$ cat src/rtl/core/app_packet_framer_xor_check_defines.svh
// Assertion macros shared by the framer RTL.
`ifndef APP_PACKET_FRAMER_XOR_CHECK_DEFINES_SVH
`define APP_PACKET_FRAMER_XOR_CHECK_DEFINES_SVH

// Same-cycle implication, checked on the rising clock edge outside reset.
`define APFX_ASSERT_NOW(lbl, ante, cons, msg) \
  lbl: assert property (@(posedge clk_i) disable iff (!rst_ni) (ante) |-> (cons)) \
    else $error(msg);

// Next-cycle implication, checked on the rising clock edge outside reset.
`define APFX_ASSERT_NEXT(lbl, ante, cons, msg) \
  lbl: assert property (@(posedge clk_i) disable iff (!rst_ni) (ante) |=> (cons)) \
    else $error(msg);

`endif

$ cat src/rtl/core/apfx_pkg.sv
`default_nettype none
package apfx_pkg;

  localparam int unsigned MAX_SIZE_BYTES = 4;
  // Wide enough for any byte count up to eight.
  localparam int unsigned SZ_CNT_W = 4;

  localparam logic [1:0] MODE_DATA  = 2'd0;
  localparam logic [1:0] MODE_BEGIN = 2'd1;

  localparam logic [7:0] TYPE_DATA  = 8'h01;
  localparam logic [7:0] TYPE_BEGIN = 8'h02;
  localparam logic [7:0] TYPE_END   = 8'h03;
  localparam logic [7:0] TLV_SIZE   = 8'h00;
  localparam logic [7:0] TLV_NAME   = 8'h01;
  localparam logic [7:0] SAT_BYTE   = 8'hFF;

  typedef enum logic [3:0] {
    ST_IDLE,
    ST_TYPE,
    ST_SEQ,
    ST_LEN_HI,
    ST_LEN_LO,
    ST_T0_TYPE,
    ST_T0_LEN,
    ST_SIZE,
    ST_T1_TYPE,
    ST_T1_LEN,
    ST_DATA,
    ST_CHECK
  } state_e;

  typedef enum logic [3:0] {
    SEL_TYPE,
    SEL_SEQ,
    SEL_LEN_HI,
    SEL_LEN_LO,
    SEL_ZERO,
    SEL_CNT,
    SEL_SIZE,
    SEL_ONE,
    SEL_NLEN,
    SEL_DATA,
    SEL_CHECK
  } sel_e;

  typedef struct packed {
    logic load;
    logic emit;
    sel_e sel;
    logic size_init;
    logic size_step;
  } cmd_t;

  typedef struct packed {
    logic out_free;
    logic is_data;
    logic last;
    logic size_done;
  } sts_t;

  // Minimal number of bytes that hold the size, at least one.
  function automatic logic [SZ_CNT_W-1:0] size_need(input logic [31:0] s);
    logic [SZ_CNT_W-1:0] n;
    if (s[31:24] != 8'h00) begin
      n = SZ_CNT_W'(4);
    end else if (s[23:16] != 8'h00) begin
      n = SZ_CNT_W'(3);
    end else if (s[15:8] != 8'h00) begin
      n = SZ_CNT_W'(2);
    end else begin
      n = SZ_CNT_W'(1);
    end
    return n;
  endfunction

endpackage
`default_nettype wire

$ cat src/rtl/core/apfx_dp.sv
`default_nettype none
module apfx_dp (
  input  wire logic               clk_i,
  input  wire logic               rst_ni,
  input  wire logic [1:0]         mode_i,
  input  wire logic [7:0]         data_byte_i,
  input  wire logic               last_i,
  input  wire logic [7:0]         sequence_number_i,
  input  wire logic [15:0]        payload_length_i,
  input  wire logic [31:0]        file_size_i,
  input  wire logic [7:0]         name_length_i,
  input  wire apfx_pkg::cmd_t     cmd_i,
  input  wire logic               out_stall_i,
  output apfx_pkg::sts_t          sts_o,
  output logic                    out_valid_o,
  output logic [7:0]              out_byte_o,
  output logic                    out_last_o
);

  logic [1:0]                     mode_q;
  logic [7:0]                     data_q;
  logic                           last_q;
  logic [7:0]                     seq_q;
  logic [15:0]                    plen_q;
  logic [31:0]                    fsize_q;
  logic [7:0]                     nlen_q;
  logic [apfx_pkg::SZ_CNT_W-1:0]  cnt_q;
  logic                           sat_q;
  logic [apfx_pkg::SZ_CNT_W-1:0]  idx_q;
  logic [apfx_pkg::SZ_CNT_W-1:0]  idx_d;
  logic [7:0]                     xor_q;
  logic [7:0]                     xor_d;
  logic                           out_valid_q;
  logic [7:0]                     out_byte_q;
  logic                           out_last_q;
  logic [apfx_pkg::SZ_CNT_W-1:0]  need;
  logic                           sat;
  logic [7:0]                     byte_sel;
  logic [7:0]                     size_byte;

  assign need = apfx_pkg::size_need(file_size_i);
  assign sat  = need > apfx_pkg::SZ_CNT_W'(apfx_pkg::MAX_SIZE_BYTES);

  // Input capture; the size byte count is settled at capture time.
  always_ff @(posedge clk_i) begin
    if (cmd_i.load) begin
      mode_q  <= mode_i;
      data_q  <= data_byte_i;
      last_q  <= last_i;
      seq_q   <= sequence_number_i;
      plen_q  <= payload_length_i;
      fsize_q <= file_size_i;
      nlen_q  <= name_length_i;
      sat_q   <= sat;
      cnt_q   <= sat ? apfx_pkg::SZ_CNT_W'(apfx_pkg::MAX_SIZE_BYTES) : need;
    end
  end

  always_comb begin
    idx_d = idx_q;
    if (cmd_i.size_init) begin
      idx_d = cnt_q - apfx_pkg::SZ_CNT_W'(1);
    end else if (cmd_i.size_step) begin
      idx_d = idx_q - apfx_pkg::SZ_CNT_W'(1);
    end
  end

  always_ff @(posedge clk_i) begin
    idx_q <= idx_d;
  end

  // Size bytes go out most significant first; only the low two index bits pick the byte.
  assign size_byte = sat_q ? apfx_pkg::SAT_BYTE : fsize_q[{idx_q[1:0], 3'b000} +: 8];

  always_comb begin
    case (cmd_i.sel)
      apfx_pkg::SEL_TYPE: begin
        if (mode_q == apfx_pkg::MODE_DATA) begin
          byte_sel = apfx_pkg::TYPE_DATA;
        end else if (mode_q == apfx_pkg::MODE_BEGIN) begin
          byte_sel = apfx_pkg::TYPE_BEGIN;
        end else begin
          byte_sel = apfx_pkg::TYPE_END;
        end
      end
      apfx_pkg::SEL_SEQ:    byte_sel = seq_q;
      apfx_pkg::SEL_LEN_HI: byte_sel = plen_q[15:8];
      apfx_pkg::SEL_LEN_LO: byte_sel = plen_q[7:0];
      apfx_pkg::SEL_ZERO:   byte_sel = apfx_pkg::TLV_SIZE;
      apfx_pkg::SEL_CNT:    byte_sel = 8'(cnt_q);
      apfx_pkg::SEL_SIZE:   byte_sel = size_byte;
      apfx_pkg::SEL_ONE:    byte_sel = apfx_pkg::TLV_NAME;
      apfx_pkg::SEL_NLEN:   byte_sel = nlen_q;
      apfx_pkg::SEL_DATA:   byte_sel = data_q;
      apfx_pkg::SEL_CHECK:  byte_sel = xor_q;
      default:              byte_sel = data_q;
    endcase
  end

  // The type byte restarts the running XOR and the check byte clears it.
  always_comb begin
    xor_d = xor_q;
    if (cmd_i.emit) begin
      if (cmd_i.sel == apfx_pkg::SEL_TYPE) begin
        xor_d = byte_sel;
      end else if (cmd_i.sel == apfx_pkg::SEL_CHECK) begin
        xor_d = 8'h00;
      end else begin
        xor_d = xor_q ^ byte_sel;
      end
    end
  end

  always_ff @(posedge clk_i or negedge rst_ni) begin
    if (!rst_ni) begin
      xor_q       <= 8'h00;
      out_valid_q <= 1'b0;
    end else begin
      xor_q <= xor_d;
      if (cmd_i.emit) begin
        out_valid_q <= 1'b1;
      end else if (!out_stall_i) begin
        out_valid_q <= 1'b0;
      end
    end
  end

  always_ff @(posedge clk_i) begin
    if (cmd_i.emit) begin
      out_byte_q <= byte_sel;
      out_last_q <= (cmd_i.sel == apfx_pkg::SEL_CHECK);
    end
  end

  assign sts_o.out_free  = !out_valid_q || !out_stall_i;
  assign sts_o.is_data   = (mode_q == apfx_pkg::MODE_DATA);
  assign sts_o.last      = last_q;
  assign sts_o.size_done = (idx_q == '0);

  assign out_valid_o = out_valid_q;
  assign out_byte_o  = out_byte_q;
  assign out_last_o  = out_last_q;

endmodule
`default_nettype wire

$ cat src/rtl/core/apfx_ctrl.sv
`default_nettype none
module apfx_ctrl (
  input  wire logic            clk_i,
  input  wire logic            rst_ni,
  input  wire logic            in_valid_i,
  input  wire logic            first_i,
  input  wire apfx_pkg::sts_t  sts_i,
  output logic                 in_stall_o,
  output apfx_pkg::cmd_t       cmd_o
);

  apfx_pkg::state_e state_q;
  apfx_pkg::state_e state_d;
  apfx_pkg::state_e entry;

  always_ff @(posedge clk_i or negedge rst_ni) begin
    if (!rst_ni) begin
      state_q <= apfx_pkg::ST_IDLE;
    end else begin
      state_q <= state_d;
    end
  end

  // A new request takes the header path only when it opens a packet.
  assign entry = first_i ? apfx_pkg::ST_TYPE : apfx_pkg::ST_DATA;

  // Outputs.
  always_comb begin
    cmd_o.emit      = (state_q != apfx_pkg::ST_IDLE) && sts_i.out_free;
    cmd_o.size_init = 1'b0;
    cmd_o.size_step = 1'b0;
    in_stall_o      = 1'b1;
    case (state_q)
      apfx_pkg::ST_IDLE: begin
        cmd_o.sel  = apfx_pkg::SEL_DATA;
        in_stall_o = 1'b0;
      end
      apfx_pkg::ST_TYPE:    cmd_o.sel = apfx_pkg::SEL_TYPE;
      apfx_pkg::ST_SEQ:     cmd_o.sel = apfx_pkg::SEL_SEQ;
      apfx_pkg::ST_LEN_HI:  cmd_o.sel = apfx_pkg::SEL_LEN_HI;
      apfx_pkg::ST_LEN_LO:  cmd_o.sel = apfx_pkg::SEL_LEN_LO;
      apfx_pkg::ST_T0_TYPE: cmd_o.sel = apfx_pkg::SEL_ZERO;
      apfx_pkg::ST_T0_LEN: begin
        cmd_o.sel       = apfx_pkg::SEL_CNT;
        cmd_o.size_init = cmd_o.emit;
      end
      apfx_pkg::ST_SIZE: begin
        cmd_o.sel       = apfx_pkg::SEL_SIZE;
        cmd_o.size_step = cmd_o.emit;
      end
      apfx_pkg::ST_T1_TYPE: cmd_o.sel = apfx_pkg::SEL_ONE;
      apfx_pkg::ST_T1_LEN:  cmd_o.sel = apfx_pkg::SEL_NLEN;
      apfx_pkg::ST_DATA: begin
        cmd_o.sel  = apfx_pkg::SEL_DATA;
        in_stall_o = !(sts_i.out_free && !sts_i.last);
      end
      apfx_pkg::ST_CHECK:   cmd_o.sel = apfx_pkg::SEL_CHECK;
      default:              cmd_o.sel = apfx_pkg::SEL_DATA;
    endcase
    cmd_o.load = in_valid_i && !in_stall_o;
  end

  // Next state.
  always_comb begin
    state_d = state_q;
    case (state_q)
      apfx_pkg::ST_IDLE: begin
        if (cmd_o.load) state_d = entry;
      end
      apfx_pkg::ST_TYPE: begin
        if (cmd_o.emit) begin
          state_d = sts_i.is_data ? apfx_pkg::ST_SEQ : apfx_pkg::ST_T0_TYPE;
        end
      end
      apfx_pkg::ST_SEQ:     if (cmd_o.emit) state_d = apfx_pkg::ST_LEN_HI;
      apfx_pkg::ST_LEN_HI:  if (cmd_o.emit) state_d = apfx_pkg::ST_LEN_LO;
      apfx_pkg::ST_LEN_LO:  if (cmd_o.emit) state_d = apfx_pkg::ST_DATA;
      apfx_pkg::ST_T0_TYPE: if (cmd_o.emit) state_d = apfx_pkg::ST_T0_LEN;
      apfx_pkg::ST_T0_LEN:  if (cmd_o.emit) state_d = apfx_pkg::ST_SIZE;
      apfx_pkg::ST_SIZE: begin
        if (cmd_o.emit && sts_i.size_done) state_d = apfx_pkg::ST_T1_TYPE;
      end
      apfx_pkg::ST_T1_TYPE: if (cmd_o.emit) state_d = apfx_pkg::ST_T1_LEN;
      apfx_pkg::ST_T1_LEN:  if (cmd_o.emit) state_d = apfx_pkg::ST_DATA;
      apfx_pkg::ST_DATA: begin
        if (cmd_o.emit) begin
          if (sts_i.last) begin
            state_d = apfx_pkg::ST_CHECK;
          end else if (cmd_o.load) begin
            state_d = entry;
          end else begin
            state_d = apfx_pkg::ST_IDLE;
          end
        end
      end
      apfx_pkg::ST_CHECK:   if (cmd_o.emit) state_d = apfx_pkg::ST_IDLE;
      default:              state_d = apfx_pkg::ST_IDLE;
    endcase
  end

endmodule
`default_nettype wire

$ cat src/rtl/core/app_packet_framer_xor_check.sv
// The first framed byte of a request passes the sequencer state register and then the output
// register. A data byte that neither opens nor closes a packet is taken while the one before
// it leaves the single output register, unless the output stalls; a data header adds four bytes,
// a control header five plus the size byte count (1 to 4), and the check byte is followed by idle.
// Reset (rst_ni low, asynchronous) empties the output register, returns the sequencer
// to idle and clears the running XOR; no clearing pass is needed.
`default_nettype none
`include "app_packet_framer_xor_check_defines.svh"
module app_packet_framer_xor_check (
  input  wire logic        clk_i,
  input  wire logic        rst_ni,
  // Request channel: one payload or file name byte per request.
  input  wire logic        in_valid_i,
  output logic             in_stall_o,
  input  wire logic [1:0]  mode_i,
  input  wire logic [7:0]  data_byte_i,
  input  wire logic        first_i,
  input  wire logic        last_i,
  input  wire logic [7:0]  sequence_number_i,
  input  wire logic [15:0] payload_length_i,
  input  wire logic [31:0] file_size_i,
  input  wire logic [7:0]  name_length_i,
  // Framed byte stream.
  output logic             out_valid_o,
  input  wire logic        out_stall_i,
  output logic [7:0]       out_byte_o,
  output logic             out_last_o
);

  // The controller walks through the header, data and check byte of a request and
  // advances one byte select per cycle while the output register is free; the datapath
  // holds the captured request, the size byte index, the running XOR and the output register.
  apfx_pkg::cmd_t cmd;
  apfx_pkg::sts_t sts;

  apfx_ctrl u_ctrl (
    .clk_i      (clk_i),
    .rst_ni     (rst_ni),
    .in_valid_i (in_valid_i),
    .first_i    (first_i),
    .sts_i      (sts),
    .in_stall_o (in_stall_o),
    .cmd_o      (cmd)
  );

  apfx_dp u_dp (
    .clk_i             (clk_i),
    .rst_ni            (rst_ni),
    .mode_i            (mode_i),
    .data_byte_i       (data_byte_i),
    .last_i            (last_i),
    .sequence_number_i (sequence_number_i),
    .payload_length_i  (payload_length_i),
    .file_size_i       (file_size_i),
    .name_length_i     (name_length_i),
    .cmd_i             (cmd),
    .out_stall_i       (out_stall_i),
    .sts_o             (sts),
    .out_valid_o       (out_valid_o),
    .out_byte_o        (out_byte_o),
    .out_last_o        (out_last_o)
  );

  // A byte is only pushed into the output register when it is empty or being drained.
  `APFX_ASSERT_NOW(a_emit_free, cmd.emit, !(out_valid_o && out_stall_i), "emit into full output")
  // A new request is only taken while idle or while its predecessor's data byte leaves.
  `APFX_ASSERT_NOW(a_load_slot, cmd.load && cmd.emit, cmd.sel == apfx_pkg::SEL_DATA,
                   "request taken during header or check")
  // The check byte shows up on the next cycle marked as the packet end.
  `APFX_ASSERT_NEXT(a_check_last, cmd.emit && cmd.sel == apfx_pkg::SEL_CHECK,
                    out_valid_o && out_last_o, "check byte not flagged as last")

endmodule
`default_nettype wire
$ cat config.mk
export PLATFORM = sky130hd
export DESIGN_NAME = app_packet_framer_xor_check
export DESIGN_NICKNAME = d
export VERILOG_FILES = /design/src/rtl/core/apfx_pkg.sv /design/src/rtl/core/apfx_dp.sv /design/src/rtl/core/apfx_ctrl.sv /design/src/rtl/core/app_packet_framer_xor_check.sv
export VERILOG_INCLUDE_DIRS = /design/src /design/src/rtl/core
export SDC_FILE = /design/constraint.sdc
export NUM_CORES = 1
export LEC_CHECK = 0
export ABC_AREA = 1
export BUFFER_PORTS_ARGS = -buffer_cell sky130_fd_sc_hd__buf_2
export CORE_UTILIZATION = 50
export CTS_CLUSTER_SIZE = 25
export DETAILED_ROUTE_END_ITERATION = 10
export PLACE_DENSITY = 0.76
export RECOVER_POWER = 25
export SETUP_SLACK_MARGIN = 0.4
export SKIP_CTS_REPAIR_TIMING = 1
export SLEW_MARGIN = 5
export SYNTH_ARGS = -nofsm -noshare
export SYNTH_HDL_FRONTEND = slang
export SYNTH_HIERARCHICAL = 1
export SYNTH_SLANG_ARGS = --single-unit
$ cat constraint.sdc
create_clock -name clk_i -period 4.3 [get_ports clk_i]
set_input_delay 0.86 -clock clk_i [delete_from_list [all_inputs] [get_ports clk_i]]
set_output_delay 0.86 -clock clk_i [all_outputs]
set_load 0.01 [all_outputs]
==> results.md, run 1 <==
- Status: finished, final reports clean
- Area leader, netlist: edfxtp_1
- First DRT Iteration DRCs: 283
- Design Area, Final: 5722 sq um
- Most common cell in the netlist: nand2_1
- H-tree levels: 3
- Ratio of cells with drive above 1 in the final layout: 26.14%
- Crit path launch: u_ctrl/state_q[3]
- Final #Nets: 669
- Crit path max fanout: 11
- Final worst path period need: 2.658 ns
- Num CTS Buffers: 9
- Initial Util: 52.65%
- DRT Pass-1 Iters: 5
- Area grow syn2layout: 15.42%
- Sequential Area: 3088 sq um
- Multi-input logic area: 1615 sq um
- Startpoint types: register
- Row cnt: 35
- #FFs+latches synth: 105
- Max Cap Violations: 0
- ANT cells: 0
- Synth top area share: 55.73%
- DP Area: 5520 sq um
- Tot GR Track Use: 21.96%
- Worst EP required: 4.55 ns
- Tightest Pin Transition: 0.8234 ns
- Cell variety after synth: 35
- Worst-path clk slew: 0.10 ns
- Final Hold Fails: 0
- Die X: 101.6 um
- Buffers added on ports: 90
- F_max: 376.2 MHz
- Global-route wire length before repair: 17.08 mm
- Top post-synthesis cells by area: edfxtp_1, nand2_1, dfrtp_1, nand3_1, nor2_1
- Core box area: 9415 sq um
- Worst hold path class: input port to async pin
- Final period utilization: 61.81%
- DP Wirelength: 7.907 mm
- Die area: 10320 sq um
- Pins Over Slew Limit: 0
- Worst Skew: 0.007658 ns
- Antenna-violating nets left: 0
- Ys Warns: 6
- Syn nets: 577
- Syn Area/Cell: 9.994 sq um
- Grt total ovfl: 0
- Critical Path AT: 2.91 ns
- Chip height: 101.6 um
- CTS tree: done
- GP Congestion: 0.8933
- Cell count after synthesis: 496
- Peak VDD IR: 308.8 uV
- Endpoints failing setup: 0
- Post-synth top cells: nand2_1, edfxtp_1, nand3_1
- Fraction of registers with async set/reset: 12.38%
- Avg WL per Cell: 14.70 um
- Root cell of the clock tree: clkbuf_8
- DR vias: 3750
- Clk sinks: 105
- Leak Pwr: 0.002525 uW
- Rel. slew slack: 44.98%
- Pin count of the biggest net entering global routing: 53
- TNS Setup: 0 ns
- Reg-to-reg startpoint: u_ctrl/state_q[3]
- Seq/Total Area, Yosys: 62.29%
- Layout fillers: 803
- PwrDens: 691.3 nW/um^2
- Boundary Pins: 91
- CP Class: register to register
- DR vias/cell: 5.194
- Unrepaired setup endpoints after global routing: no
- Clock Path Buffers: 2
- Number of flops mapped to enable cells by yosys: 92
- Reg2Reg Setup Slack: 1.64 ns
- CP Capture Type: register
- Vias in the first global route: 3615
- Synth Flop Type: edfxtp_1
- Clock latency on the worst-skew pair: 0.36 ns
- Residual DRC: 0
- Final wirelength: 10.61 mm
- Mapped Area: 4957 sq um
- Antenna violations before repair: 0
area by class of cell:
type | instances | area share, %
Tap cell | 129 | 2.821
Inverter | 49 | 3.236
Clock buffer | 9 | 2.165
Timing Repair Buffer | 91 | 8.200
Multi-Input combinational cell | 332 | 28.23
Sequential cell | 105 | 53.97
Clock inverter | 7 | 1.378
logic make-up after synthesis:
logic type                 after synthesis  share of synthesized area (%)
buffers and inverters                   59                          5.275
and+or+nand+nor                        300                          28.60
xor gates and xnor gates                 2                         0.3534
adders and majority gates                1                         0.2524
other                                    1                        0.07565
DFF                                    105                          62.29
AOI/OAI and AO/OA                       28                          3.155
stage by stage:
step	util [%]	setup slack, ns	hold slack [ns]	power (uW)	cells
2_1_floorplan	-	0.4412	0.4714	2922	496
3_3_place_gp	58.63	1.487	0.4945	3285	706
3_5_place_dp	58.63	1.388	0.5195	3357	706
4_1_cts	60.78	1.689	0.3666	3967	722
5_1_grt	60.77	1.441	0.5713	4242	722
6_report	60.77	1.642	0.5320	3956	722
layer usage:
metal  track usage, %  vias up  share of wire, %  wire (um)
met5                0        -                 0          0
met2            37.06      161                48       5118
met4            7.023        0               1.5        156
li1                 -     1860                 -          -
met1            29.46     1713                45       4760
met3            3.037       16               5.4        575
worst max-delay path, stage by stage (launching register included):
cell and delay, ns:
dfrtp_1 0.51, nor2_4 0.20, inv_1 0.08, a21oi_1 0.13, a21oi_1 0.11, nor2_1 0.67, nand2_1 0.39, nand2_1 0.18
inv_1 0.07, nand3_2 0.07, nand2_1 0.05, nand2_1 0.05, nand2_1 0.06
path summary, 6_finish.rpt:
path,to,cells after the start
min,u_dp/xor_q[4],1
max,u_dp/xor_q[0],12
min in group clk_i,u_dp/xor_q[1],2
min reg2reg,u_dp/xor_q[1],2
max in group asynchronous,u_dp/xor_q[6],1
max reg2reg,u_dp/xor_q[0],12
power breakdown:
| group | internal (uW) | switching [uW] |
|---|---|---|
| combinational | 545 | 1200 |
| clock | 273 | 338 |
| sequential | 1470 | 137 |
| total | 2280 | 1670 |
registers in the layout, indices dropped and copies added (netlist names):
signal,flops
u_ctrl/state_q,4
u_dp/cnt_q,3
u_dp/data_q,8
u_dp/fsize_q,32
u_dp/idx_q,4
u_dp/last_q,1
u_dp/mode_q,2
u_dp/nlen_q,8
u_dp/out_byte_o,8
u_dp/out_last_o,1
u_dp/out_valid_o,1
u_dp/plen_q,16
u_dp/sat_q,1
u_dp/seq_q,8
u_dp/xor_q,8
cell usage in the layout (no fill, tap or decap), drive strengths merged, types with 5 or more instances in the layout:
| cell type | instances |
|---|---|
| inv | 48 |
| o21ai | 20 |
| or2 | 5 |
| nor4 | 8 |
| clkbuf | 10 |
| nand4 | 6 |
| nand3 | 71 |
| dfrtp | 13 |
| buf | 90 |
| nor2 | 59 |
| edfxtp | 92 |
| nand2 | 146 |
Note: power is estimated with default switching activity, not from simulation.
==> run 2: changes to the inputs <==
--- a/config.mk
+++ b/config.mk
@@ -8,10 +8,10 @@
 export LEC_CHECK = 0
 export ABC_AREA = 1
 export BUFFER_PORTS_ARGS = -buffer_cell sky130_fd_sc_hd__buf_2
-export CORE_UTILIZATION = 50
+export CORE_UTILIZATION = 56
 export CTS_CLUSTER_SIZE = 25
 export DETAILED_ROUTE_END_ITERATION = 10
-export PLACE_DENSITY = 0.76
+export PLACE_DENSITY = 0.8
 export RECOVER_POWER = 25
 export SETUP_SLACK_MARGIN = 0.4
 export SKIP_CTS_REPAIR_TIMING = 1
==> constraint.sdc (replaced) <==
create_clock -name clk_i -period 2.7 [get_ports clk_i]
set_input_delay 0.54 -clock clk_i [delete_from_list [all_inputs] [get_ports clk_i]]
set_output_delay 0.54 -clock clk_i [all_outputs]
set_load 0.01 [all_outputs]
==> results.md, run 2 (synthesis gave the netlist of run 1 again) <==
- Area grow syn2layout: 20.87%
- Tightest Pin Transition: 0.8665 ns (+0.04312 ns)
- H-tree levels: 3 (unchanged)
- Startpoint types: register
- NetSw: 2921 uW (+75%)
- Buffers added on ports: 90 (unchanged)
- DP Area: 5559 sq um (+0.70%)
- Crit path max fanout: 5 (-6)
- Tot GR Track Use: 25.70% (+3.7 points)
- Final worst path period need: 2.207 ns
- Crit path launch: u_ctrl/state_q[3]
- Residual DRC: 0 (unchanged)
- Pre-CTS setup slack: 0.1808 ns (-1.207 ns)
- Max incr delay on CP: 0.48 ns (-0.19 ns)
- Chip height: 96.09 um (-5.4%)
- Clock power frac: 13.9% (-1.6 points)
- CP Cell Sequence: buf_6, nor2_4, nand2_4, buf_4, nand2_1, inv_2, buf_2
- Rel. slew slack: 42.24% (-2.7 points)
- DP Wirelength: 7.958 mm (+0.65%)
- Clock Path Buffers: 2 (unchanged)
- Clock latency on the worst-skew pair: 0.38 ns (+0.02 ns)
- Cells after DPL: 689 (-2.4%)
- CP Class: register to output pin
- DR vias: 3849 (+2.6%)
- TNS Setup: 0 ns (unchanged)
- Unrepaired setup endpoints after global routing: yes
- Peak VDD IR: 560.1 uV (+81%)
- Commonest cells after routing, fill and taps aside: nand2_1, edfxtp_1, buf_2
- Global-route wire length before repair: 17.27 mm (+1.1%)
- Final wirelength: 11.04 mm (+4.1%)
- WP buf/inv: 4 (+2)
- Largest Register: u_dp/fsize_q
- Antenna violations before repair: 0 (unchanged)
- Max reg flops: 32 (unchanged)
- Slowest cell on crit path: dfrtp_2
- Die X: 96.09 um (-5.4%)
- Final #Nets: 690 (+3.1%)
- Endpoints failing setup: 0 (unchanged)
- Most common cell after layout, fill and taps aside: nand2_1
- CP delay by family, top: buffers and inverters
- Worst-path clk slew: 0.11 ns (about the same)
- Status: finished, final reports clean
- Initial Util: 59.14% (+6.5 points)
- F_max: 453.2 MHz
- Worst Skew: 0.01033 ns (+0.002668 ns)
- Row cnt: 33 (-5.7%)
- Ratio of cells with drive above 1 in the final layout: 33.39% (+7.2 points)
- GP Congestion: 0.9145 (+2.4%)
- Grt total ovfl: 0 (unchanged)
- Max Cap Violations: 0 (unchanged)
- Root cell of the clock tree: clkbuf_8
- Critical Path AT: 1.67 ns (-1.24 ns)
- Vias in the first global route: 3576 (-1.1%)
- Fin cells: 719 (-0.42%)
- Final Hold Fails: 0 (unchanged)
- CP Capture Type: output pin
- Worst hold path class: input port to async pin
- First DRT Iteration DRCs: 342 (+21%)
- Antenna-violating nets left: 0 (unchanged)
- Num CTS Buffers: 9 (unchanged)
- Clk sinks: 105 (unchanged)
- Pin count of the biggest net entering global routing: 80 (+51%)
- Pins Over Slew Limit: 0 (unchanged)
- Final period utilization: 81.72%
- Design Area, Final: 5992 sq um (+4.7%)
- Leak Pwr: 0.002664 uW (+5.5%)
- Die area: 9232 sq um (-11%)
- Total Power: 6808 uW (+72%)
- ANT cells: 0 (unchanged)
- Sequential Power Share: 37.8% (-2.7 points)
- PwrDens: 1136 nW/um^2 (+64%)
- Largest registers: u_dp/fsize_q (32), u_dp/plen_q (16)
- Switch share: 42.91% (+0.64 points)
- DR vias/cell: 5.353 (+3.1%)
- Reg-to-reg startpoint: u_ctrl/state_q[3]
- Worst EP required: 2.16 ns (-2.39 ns)
- Boundary Pins: 91 (unchanged)
- DRT Pass-1 Iters: 5 (unchanged)
- Logic gate share of total power: 48.3% (+4.3 points)
- Core box area: 8382 sq um (-11%)
- CTS tree: done
- Setup WS post-layout: 0.4935 ns (-1.149 ns)
- P_int: 3886 uW (+70%)
- Avg WL per Cell: 15.36 um (+4.5%)
[run 2: path summary, 6_finish.rpt]
kind	endpoint	slack (ns)	cells past startpoint
setup / recovery	in_stall_o	0.49	7
hold / removal	u_dp/xor_q[2]	0.24	1
setup reg to reg	u_dp/xor_q[5]	0.50	15
hold reg to reg	u_dp/xor_q[1]	0.53	2
max in group asynchronous	u_ctrl/state_q[1]	1.86	1
min in group clk_i	u_dp/nlen_q[6]	0.33	1
[run 2: per-layer routing]
metal	up-vias	routed length, um	GRT usage (%)
li1	1896	-	-
met1	1765	4892	35.54
met2	168	5155	40.48
met3	20	737	5.450
met4	0	258	8.706
met5	-	0	0
[run 2: stage by stage]
step           hold WS [ns]  utilization [%]
2_1_floorplan        0.2444                -
3_3_place_gp         0.4641            66.32
3_5_place_dp         0.4721            66.32
4_1_cts             0.05474            68.68
5_1_grt              0.2796            71.49
6_report             0.2427            71.49
[run 2: cell type report]
| type | instances | area [sq um] |
|---|---|---|
| inverters | 49 | 188.9 |
| flip-flops and latches | 105 | 3093 |
| multi-input cells | 333 | 1738 |
| well taps | 105 | 131.4 |
| fillers | 637 | 2390 |
| repair buffers | 111 | 643.1 |
| clock buffers | 9 | 123.9 |
| clock inverters | 7 | 73.82 |
[run 2: worst register-to-register path: stages, from the launching register on]
cell and delay (ns):
dfrtp_2 0.48, buf_6 0.14, nor2_4 0.12, nand2_4 0.09, o211ai_1 0.22, inv_2 0.17, nor2_4 0.24, nand2_2 0.10
inv_4 0.11, nand2_1 0.05, nand2_1 0.10, nor2_4 0.04, nand3_2 0.07, nand2_1 0.05, nand3_1 0.06, nand2_1 0.06
[run 2: power by group through the flow]
stage	sequential (uW)	combinational (uW)	clock, uW
floorplan	2560	2100	0
global route	2610	3650	1040
detailed placement	2590	2840	0
global placement	2570	2770	0
CTS	2560	2840	976
finish	2570	3290	948
